$ cat config.mk
export PLATFORM = sky130hd
export DESIGN_NAME = keyed_watchdog_timer
export DESIGN_NICKNAME = d
export VERILOG_FILES = /design/src/rtl/core/kwdt_pkg.sv /design/src/rtl/core/keyed_watchdog_timer.sv /design/src/rtl/core/kwdt_core.sv
export SDC_FILE = /design/constraint.sdc
export NUM_CORES = 1
export LEC_CHECK = 0
export BUFFER_PORTS_ARGS = -buffer_cell sky130_fd_sc_hd__buf_2
export CAP_MARGIN = 20
export CORE_ASPECT_RATIO = 0.9
export CORE_UTILIZATION = 55
export DETAILED_ROUTE_END_ITERATION = 7
export PLACE_DENSITY_LB_ADDON = 0.2
export SYNTH_ARGS = -nofsm -noshare
export SYNTH_HDL_FRONTEND = slang
export SYNTH_SLANG_ARGS = --single-unit
$ cat constraint.sdc
create_clock -name aclk -period 4.3 [get_ports aclk]
set_input_delay 0 -clock aclk [delete_from_list [all_inputs] [get_ports aclk]]
set_output_delay 0 -clock aclk [all_outputs]
set_load 0.01 [all_outputs]
$ cat src/rtl/core/kwdt_pkg.sv
// Package for the keyed watchdog timer: transaction structs, command and
// register offset codes, key values and configuration word bit positions.
// No dependencies.
`default_nettype none

package kwdt_pkg;

    typedef logic [1:0] cmd_t;
    typedef logic [3:0] reg_idx_t;

    localparam cmd_t CMD_TICK  = 2'd0;
    localparam cmd_t CMD_WRITE = 2'd1;
    localparam cmd_t CMD_READ  = 2'd2;

    localparam reg_idx_t REG_CFG     = 4'd0;
    localparam reg_idx_t REG_COUNT   = 4'd2;
    localparam reg_idx_t REG_SCALED  = 4'd4;
    localparam reg_idx_t REG_FEED    = 4'd6;
    localparam reg_idx_t REG_KEY     = 4'd7;
    localparam reg_idx_t REG_COMPARE = 4'd8;

    localparam logic [31:0] KEY_VALUE  = 32'h0051_f15e;
    localparam logic [31:0] FEED_VALUE = 32'h0d09_f00d;

    localparam int SCALE_WIDTH      = 4;
    localparam int CFG_RST_EN_BIT   = 8;
    localparam int CFG_ZERO_CMP_BIT = 9;
    localparam int CFG_ALWAYS_BIT   = 12;
    localparam int CFG_AWAKE_BIT    = 13;
    localparam int CFG_PENDING_BIT  = 28;

    typedef logic [SCALE_WIDTH-1:0] scale_t;

    typedef struct packed {
        cmd_t        command;
        reg_idx_t    reg_index;
        logic [31:0] write_data;
        logic        core_awake;
    } item_t;

    typedef struct packed {
        logic [31:0] read_data;
        logic        interrupt_pending;
        logic        reset_request;
        logic        write_ignored;
    } result_t;

endpackage

`default_nettype wire

$ cat src/rtl/core/keyed_watchdog_timer.sv
// Keyed watchdog timer top level: input register, watchdog core, result register.
// Throughput: one transaction per cycle; the input register and result register
// each advance whenever the next stage can take their contents.
// Reset (aresetn, synchronous, active low): both stages empty, counter and
// configuration zero, compare value all ones, unlock disarmed. Uses kwdt_core.
`default_nettype none

module keyed_watchdog_timer import kwdt_pkg::*; #(
    parameter int COUNT_WIDTH = 31,
    parameter int CMP_WIDTH   = 16
) (
    input  wire logic        aclk,
    input  wire logic        aresetn,
    input  wire logic        s_valid,
    output logic             s_ready,
    input  wire logic [1:0]  s_command,
    input  wire logic [3:0]  s_reg_index,
    input  wire logic [31:0] s_write_data,
    input  wire logic        s_core_awake,
    output logic             m_valid,
    input  wire logic        m_ready,
    output logic [31:0]      m_read_data,
    output logic             m_interrupt_pending,
    output logic             m_reset_request,
    output logic             m_write_ignored
);

    logic    in_valid_reg;
    item_t   in_item_reg;
    logic    out_valid_reg;
    result_t out_res_reg;
    result_t core_res;
    logic    advance;

    assign advance = in_valid_reg && (!out_valid_reg || m_ready);
    assign s_ready = !in_valid_reg || advance;

    always_ff @(posedge aclk) begin
        if (!aresetn) begin
            in_valid_reg  <= 1'b0;
            out_valid_reg <= 1'b0;
        end else begin
            if (s_ready) begin
                in_valid_reg <= s_valid;
            end
            if (advance) begin
                out_valid_reg <= 1'b1;
            end else if (m_ready) begin
                out_valid_reg <= 1'b0;
            end
        end
    end

    always_ff @(posedge aclk) begin
        if (s_valid && s_ready) begin
            in_item_reg.command    <= s_command;
            in_item_reg.reg_index  <= s_reg_index;
            in_item_reg.write_data <= s_write_data;
            in_item_reg.core_awake <= s_core_awake;
        end
        if (advance) begin
            out_res_reg <= core_res;
        end
    end

    kwdt_core #(
        .COUNT_WIDTH (COUNT_WIDTH),
        .CMP_WIDTH   (CMP_WIDTH)
    ) u_core (
        .aclk    (aclk),
        .aresetn (aresetn),
        .en      (advance),
        .item    (in_item_reg),
        .result  (core_res)
    );

    assign m_valid             = out_valid_reg;
    assign m_read_data         = out_res_reg.read_data;
    assign m_interrupt_pending = out_res_reg.interrupt_pending;
    assign m_reset_request     = out_res_reg.reset_request;
    assign m_write_ignored     = out_res_reg.write_ignored;

endmodule

`default_nettype wire

$ cat src/rtl/core/kwdt_core.sv
// Watchdog state registers and the single-pass update for one transaction.
// Depends on kwdt_pkg.
`default_nettype none

module kwdt_core import kwdt_pkg::*; #(
    parameter int COUNT_WIDTH = 31,
    parameter int CMP_WIDTH   = 16
) (
    input  wire logic    aclk,
    input  wire logic    aresetn,
    input  wire logic    en,
    input  wire item_t   item,
    output result_t      result
);

    logic [COUNT_WIDTH-1:0] cnt_reg, cnt_next, cnt_inc;
    scale_t                 scale_reg, scale_next;
    logic                   rst_en_reg, rst_en_next;
    logic                   zero_cmp_reg, zero_cmp_next;
    logic                   always_reg, always_next;
    logic                   awake_reg, awake_next;
    logic                   pending_reg, pending_next;
    logic [CMP_WIDTH-1:0]   cmp_reg, cmp_next;
    logic                   armed_reg, armed_next;
    logic [CMP_WIDTH-1:0]   scaled_cur, scaled_inc;
    logic [31:0]            cfg_word;

    always_comb begin
        cfg_word                   = '0;
        cfg_word[SCALE_WIDTH-1:0]  = scale_reg;
        cfg_word[CFG_RST_EN_BIT]   = rst_en_reg;
        cfg_word[CFG_ZERO_CMP_BIT] = zero_cmp_reg;
        cfg_word[CFG_ALWAYS_BIT]   = always_reg;
        cfg_word[CFG_AWAKE_BIT]    = awake_reg;
        cfg_word[CFG_PENDING_BIT]  = pending_reg;
    end

    assign scaled_cur = CMP_WIDTH'(cnt_reg >> scale_reg);
    assign cnt_inc    = (always_reg || (awake_reg && item.core_awake))
                        ? cnt_reg + COUNT_WIDTH'(1) : cnt_reg;
    assign scaled_inc = CMP_WIDTH'(cnt_inc >> scale_reg);

    always_comb begin
        cnt_next      = cnt_reg;
        scale_next    = scale_reg;
        rst_en_next   = rst_en_reg;
        zero_cmp_next = zero_cmp_reg;
        always_next   = always_reg;
        awake_next    = awake_reg;
        pending_next  = pending_reg;
        cmp_next      = cmp_reg;
        armed_next    = armed_reg;
        result        = '0;

        unique case (item.command)
            CMD_TICK: begin
                cnt_next = cnt_inc;
                if (scaled_inc >= cmp_reg) begin
                    pending_next = 1'b1;
                    if (zero_cmp_reg) begin
                        cnt_next = '0;
                    end
                    result.reset_request = rst_en_reg;
                end
            end
            CMD_WRITE: begin
                if (item.reg_index == REG_KEY && item.write_data == KEY_VALUE) begin
                    armed_next = 1'b1;
                end else if (!armed_reg) begin
                    result.write_ignored = 1'b1;
                end else begin
                    armed_next = 1'b0;
                    unique case (item.reg_index)
                        REG_CFG: begin
                            scale_next    = item.write_data[SCALE_WIDTH-1:0];
                            rst_en_next   = item.write_data[CFG_RST_EN_BIT];
                            zero_cmp_next = item.write_data[CFG_ZERO_CMP_BIT];
                            always_next   = item.write_data[CFG_ALWAYS_BIT];
                            awake_next    = item.write_data[CFG_AWAKE_BIT];
                            pending_next  = item.write_data[CFG_PENDING_BIT];
                        end
                        REG_COUNT: begin
                            cnt_next = item.write_data[COUNT_WIDTH-1:0];
                        end
                        REG_FEED: begin
                            if (item.write_data == FEED_VALUE) begin
                                cnt_next = '0;
                            end
                        end
                        REG_COMPARE: begin
                            cmp_next = item.write_data[CMP_WIDTH-1:0];
                        end
                        default: begin
                        end
                    endcase
                end
            end
            CMD_READ: begin
                unique case (item.reg_index)
                    REG_CFG:     result.read_data = cfg_word;
                    REG_COUNT:   result.read_data = 32'(cnt_reg);
                    REG_SCALED:  result.read_data = 32'(scaled_cur);
                    REG_KEY:     result.read_data = 32'(armed_reg);
                    REG_COMPARE: result.read_data = 32'(cmp_reg);
                    default:     result.read_data = '0;
                endcase
            end
            default: begin
            end
        endcase

        result.interrupt_pending = pending_next;
    end

    always_ff @(posedge aclk) begin
        if (!aresetn) begin
            cnt_reg      <= '0;
            scale_reg    <= '0;
            rst_en_reg   <= 1'b0;
            zero_cmp_reg <= 1'b0;
            always_reg   <= 1'b0;
            awake_reg    <= 1'b0;
            pending_reg  <= 1'b0;
            cmp_reg      <= '1;
            armed_reg    <= 1'b0;
        end else if (en) begin
            cnt_reg      <= cnt_next;
            scale_reg    <= scale_next;
            rst_en_reg   <= rst_en_next;
            zero_cmp_reg <= zero_cmp_next;
            always_reg   <= always_next;
            awake_reg    <= awake_next;
            pending_reg  <= pending_next;
            cmp_reg      <= cmp_next;
            armed_reg    <= armed_next;
        end
    end

endmodule

`default_nettype wire
# Word level (Yosys, flattened, before mapping)
# Index checks and enable logic that the tools add are counted.
# word_totals
ff_bits,133
latchBits,0
mem_bits_rw,0
rom_bits,0
in_bits,43
out_inout_bits,37
wordCells,75
n_memories,0
# classes
addsub,1
mul,0
div,0
n_lt_le_gt_ge,1
eq_ne,13
n_shift,2
mux,18
bitwise_logic,2
n_reduce_logical,19
# op_table
operator,count
31-bit 2-to-1 mux,6
31-bit one-hot mux with 5 select lines,1
31-bit one-hot mux with 2 select lines,2
31-bit by 4-bit right shift with 16-bit output,2
32-bit by 23-bit equality test with 1-bit output (second input constant),1
32-bit by 28-bit equality test with 1-bit output (second input constant),1
31-bit by 1-bit adder with 31-bit output (second input constant),1
16-bit greater-or-equal comparator,1
4-bit by 3-bit equality test with 1-bit output (second input constant),3
5-bit AND reduction,2
1-bit 2-to-1 mux,8
6-bit AND reduction,1
4-bit by 2-bit equality test with 1-bit output (second input constant),1
4-bit equality test (second input constant),1
1-bit logical AND,4
4-bit zero test,1
2-bit AND reduction,2
2-bit nonzero test,2
1-bit logical OR,3
3-bit by 1-bit inequality test with 1-bit output (second input constant),1
3-bit by 2-bit inequality test with 1-bit output (second input constant),1
2-bit by 1-bit equality test with 1-bit output (second input constant),1
2-bit equality test (second input constant),1
1-bit zero test,2
6 further kinds,7

# Depth between registers and ports, before layout
# depth
word_depth,7
mapped_depth,20
mapped_depth_nobuf,18

# Hierarchy
# From an unflattened synthesis, not the netlist that was laid out.
# hier_totals
cells_unflattened,1074
hier_area_um2,9469.1
# modules_own_cells
module,n_inst,cells_each,area_per_inst_um2,seq_area_each_um2
kwdt_core,1,991,7143.1,1141.1
keyed_watchdog_timer,1,83,2326.0,2262.2

# Least setup slack after synthesis
# Ideal clock, no wire load.
# synth_timing
path_kind,register -> register
from,register u_core.cnt_reg[1]
to,register u_core.cnt_reg[29]
setup_ns,0.079
arrival_time_ns,4.186
t_required_ns,4.221
setup_slack_ns,0.035
stages_incl_launch_ff,19
path_buffers,2
synth_period_minus_slack_ns,4.265
cell_sequence,dfxtp_1 > ha_1 > nand3_4 > nor3_4 > buf_4 > nand3_2 > xor2_1 > mux2_2 > mux4_2 > a22oi_1 > ha_1 > o21a_1 > o211ai_1 > o21ai_0 > a21o_1 > a21oi_1 > clkbuf_1 > a22oi_1 > o211ai_1
# synth_between
elab_chain_len,6
elab_cells_between_ends,7
classes_between,add/sub: 1; order compare: 1; shift: 1; mux: 4
# synth_rtl
item,line_no,text
"start, declared",kwdt_core.sv:16,"logic [COUNT_WIDTH-1:0] cnt_reg, cnt_next, cnt_inc;"
"start signal, assigned",kwdt_core.sv:127,cnt_reg <= cnt_next;
31-bit by 1-bit adder with 31-bit output,kwdt_core.sv:40,? cnt_reg + COUNT_WIDTH'(1) : cnt_reg;
31-bit 2-to-1 mux (*),kwdt_core.sv:40,
31-bit by 4-bit right shift with 16-bit output,kwdt_core.sv:41,assign scaled_inc = CMP_WIDTH'(cnt_inc >> scale_reg);
16-bit greater-or-equal comparator,kwdt_core.sv:58,if (scaled_inc >= cmp_reg) begin
31-bit 2-to-1 mux (*),kwdt_core.sv:58,
31-bit one-hot mux with 2 select lines (*),kwdt_core.sv:55,unique case (item.command)
# Mark *: on every way between the ends. The rest lies on a longest branch, timed or not.
# A chain may end at the register's enable or synchronous reset.

# Worst setup path in the final report
# layout_timing
from,register u_core.cnt_reg[0]
to,register u_core.cnt_reg[7]
# Same word-level chain as after synthesis.

==> key figures <==
Yosys
  • Post-synth EDFFs: 73
  • Number of register bits inferred by synthesis: 132
  • Largest area contributor in the synthesized netlist: edfxtp_1
  • Synth area leaders: edfxtp_1, dfxtp_1, mux2i_1
  • Number of standard cells after synthesis: 1,019
  • Predominant post-synthesis flop cell: edfxtp_1
  • Async set-reset flop share out of synthesis: 0%
  • Average cell area after synthesis: 9.242 um2
  • Total standard cell area after synthesis: 9418 um2
  • Top cell type's share of synthesized area: 23.28%
  • Unique cell type count in the Yosys netlist: 85
  • Synthesized net count: 1,079
  • Post-synthesis sequential area ratio: 35.82%
  • Synthesis Warnings: 0

CTS
  • CTS tree: yes
  • Clock sink count: 132
  • Clock root cell: clkbuf_16
  • Bufs on Longest Clock Path: 2
  • # H-tree levels: 4
  • Clock latency on the worst-skew pair: 0.43 ns
  • CTS buffer count: 17
  • CTS clk-pin slew, worst paths: 0.07 ns

Critical path
  • Crit path max fanout: 16
  • Arrival time at the worst endpoint: 4.57 ns
  • Type of destination of the critical path: flop
  • Series of cell instances along the critical path: buf_6, nand4_4, nor3_4, buf_12, nand4_4, xor2_1, mux2_2, mux2_2, or3_1, o211ai_1, ha_1, a211o_1, a21oi_1, o21ai_0, a21o_1, a21oi_4, buf_12, a22oi_1, o211ai_1
  • CP Class: reg -> reg
  • Worst setup SP type: flop
  • Critical-path cell with the highest stage delay: dfxtp_2
  • CP peak stage delay: 0.34 ns
  • Critical path data required time: 4.64 ns

Pwr
  • Sequential fraction of design power: 44.5%
  • Largest voltage drop on the vdd net: 470.0 uV
  • Clock network fraction of total power: 47.0%
  • Cell Pwr Density: 272.2 nW/um2
  • Power dissipated by switching net loads: 0.8289 mW
  • Comb pwr share: 8.6%
  • Proportion of total power due to net switching: 25.88%
  • Internal: 2.374 mW
  • Leakage component of the power: 4.727 nW

STA
  • Final worst path period share: 98.37%
  • F_max: 236.4 MHz
  • Total Negative Setup Slacks: 0 ns
  • RSZ-0062 raised after global routing: true
  • Final setup margin: 0.07027 ns
  • Number of failing hold endpoints at the final stage: 0
  • Number of slew-limit violations in the final report: 0
  • Max transition margin: 44.75%
  • Transition time at the pin with the least slew margin: 0.8288 ns
  • Final count of negative-setup-slack endpoints: 0
  • Final worst path period need: 4.230 ns
  • Worst setup skew after layout: 0.007581 ns

Global route
  • Vias in the first global route: 8,760
  • GRT Resource Usage Total: 36.38%
  • Gr ovfl total: 0
  • Antenna violations before repair: 0
  • Pin count of the biggest net entering global routing: 46
  • First-pass GRT wire length: 48.62 mm

Layout
  • Multi-input gate area: 5652 um2
  • Max reg flops: 39
  • Synth-to-Final Area Change: 24.94%
  • Fraction of layout cells with a size suffix above 1: 26.28%
  • Antenna Cells: 0
  • Area used by sequential logic in the layout: 3387 um2
  • Number of non-filler instances in the completed layout: 1,398
  • Nets: 1,234
  • Post-layout util: 69.89%
  • Fill count: 1,276

Outcome
  • Outcome: finished with violations
  • Violations in the final reports: DRC

Routing
  • Per-cell routed wire length: 23.08 um
  • Total via count after detailed routing: 9,395
  • Total Routed Length: 32.27 mm
  • Remaining antenna violation count after routing: 0
  • Total DRC errors in the routed layout: 2
  • First DRT Iteration DRCs: 1,350
  • Drt first pass iters: 8
  • Average vias per placed instance: 6.720

Floorplanning
  • Core footprint: 16,830 um2
  • Die Span X: 139.9 um
  • Number of placement rows: 45
  • Die span in y: 126.1 um
  • Initial cell density of the core: 55.94%
  • Area of the die: 17,650 um2
  • Boundary Pins: 80

Placed design
  • Number of buffer cells added on primary ports: 78
  • Detailed placer's ending HPWL: 22.49 mm
  • Cell total after placement: 1,312
  • Pre-CTS worst setup slack: -0.02332 ns
  • Routability congestion estimate: 1.032

Worst hold path
  • Worst hold path type: in -> reg

Run
  • Number of maximum-capacitance violations: 0
## timing repair
action	CTS	global route
cloned	0	1
pin swaps	0	11
hold endpoints to repair	41	0
setup endpoints to repair	11	33
hold buffers	42	0
buffers inserted	0	11
gates resized for setup	1	36
## kinds of logic (layout without fill, tap and decap cells)
logic type,after synthesis,count (layout),synth area share [%]
multiplexers,112,112,15.09
AND/OR/NAND/NOR,373,373,21.36
flip-flops,132,132,35.82
AO/OA/AOI/OAI,235,235,17.48
XOR/XNOR,25,25,2.325
other,1,1,0.03982
adder cells (fa/ha/maj),18,18,2.365
buffers and inverters,123,291,5.513
## cells in the mapped netlist (all sizes together) (12+ instances only)
| cell | n |
|---|---|
| nor2b | 16 |
| clkbuf | 63 |
| and2 | 25 |
| o211ai | 29 |
| o21ai | 37 |
| o22ai | 12 |
| mux4 | 22 |
| inv | 22 |
| buf | 36 |
| nand4 | 33 |
| dfxtp | 59 |
| mux2i | 73 |
| nand3 | 42 |
| nand2b | 12 |
| edfxtp | 73 |
| mux2 | 17 |
| nor3 | 17 |
| nor2 | 67 |
| ha | 17 |
| a222oi | 15 |
| a21oi | 42 |
| a31oi | 12 |
| and3 | 12 |
| nand2 | 112 |
| xor2 | 16 |
| a22oi | 30 |
## per-layer routing
metal / track usage [%] / up-vias / part of all wire (%)
met5: 0 / - / 0
li1: - / 4173 / -
met3: 9.468 / 123 / 11
met4: 18.62 / 0 / 5.1
met1: 49.29 / 4442 / 40
met2: 53.68 / 657 / 44
## critical path, delay by kind of cell (launching register included)
family | cells | cell delay (ns)
DFF | 1 | 0.34
muxes | 2 | 0.54
xor gates and xnor gates | 1 | 0.17
adders and majority gates | 1 | 0.29
and+or+nand+nor | 4 | 0.86
buffers and inverters | 3 | 0.46
AOI/OAI and AO/OA | 8 | 1.44
## through the flow
stage	instance area, um2	hold slack, ns	power [mW]
2_1_floorplan	9418	0.09887	1.568
3_3_place_gp	10500	0.1763	1.670
3_5_place_dp	10500	0.1781	1.674
4_1_cts	11520	0.03110	3.191
5_1_grt	11770	0.07197	3.279
6_report	11770	0.06937	3.203
## final timing paths
kind	start	to	slack [ns]	cells after the start
max reg2reg	u_core.cnt_reg[0]	u_core.cnt_reg[7]	0.07	19
min reg2reg	u_core.cmp_reg[12]	u_core.cmp_reg[12]	0.52	2
max	u_core.cnt_reg[0]	u_core.cnt_reg[7]	0.07	19
min	aresetn	u_core.cmp_reg[14]	0.07	2
## cells in the final DEF (no fill, tap or decap), drive strengths merged, types with 22 or more instances in the layout
cell / Yosys / final
buf: 36 / 192
nand2: 112 / 112
edfxtp: 73 / 73
mux2i: 73 / 73
nor2: 67 / 67
dfxtp: 59 / 59
dlygate4sd3: 0 / 42
a21oi: 42 / 42
nand3: 42 / 42
o21ai: 37 / 37
nand4: 33 / 33
a22oi: 30 / 30
o211ai: 29 / 29
inv: 22 / 29
and2: 25 / 25
mux4: 22 / 22
## cell type report
| type | count | share of cell area [%] |
|---|---|---|
| Clock buffer | 18 | 3.647 |
| Multi-Input combinational cell | 764 | 48.03 |
| Inverter | 24 | 0.7656 |
| Clock inverter | 14 | 1.425 |
| Sequential cell | 132 | 28.79 |
| Tap cell | 211 | 2.244 |
| Timing Repair Buffer | 235 | 15.10 |
## power by group through the flow
stage | Sequential (mW) | Clock, mW | Combinational (mW)
after global routing | 1.43 | 1.56 | 0.292
after detailed placement | 1.45 | 0 | 0.226
after CTS | 1.42 | 1.51 | 0.256
final | 1.42 | 1.50 | 0.274
after global placement | 1.45 | 0 | 0.223
after floorplan | 1.43 | 0 | 0.138
Note: power is estimated with default switching activity, not from simulation.
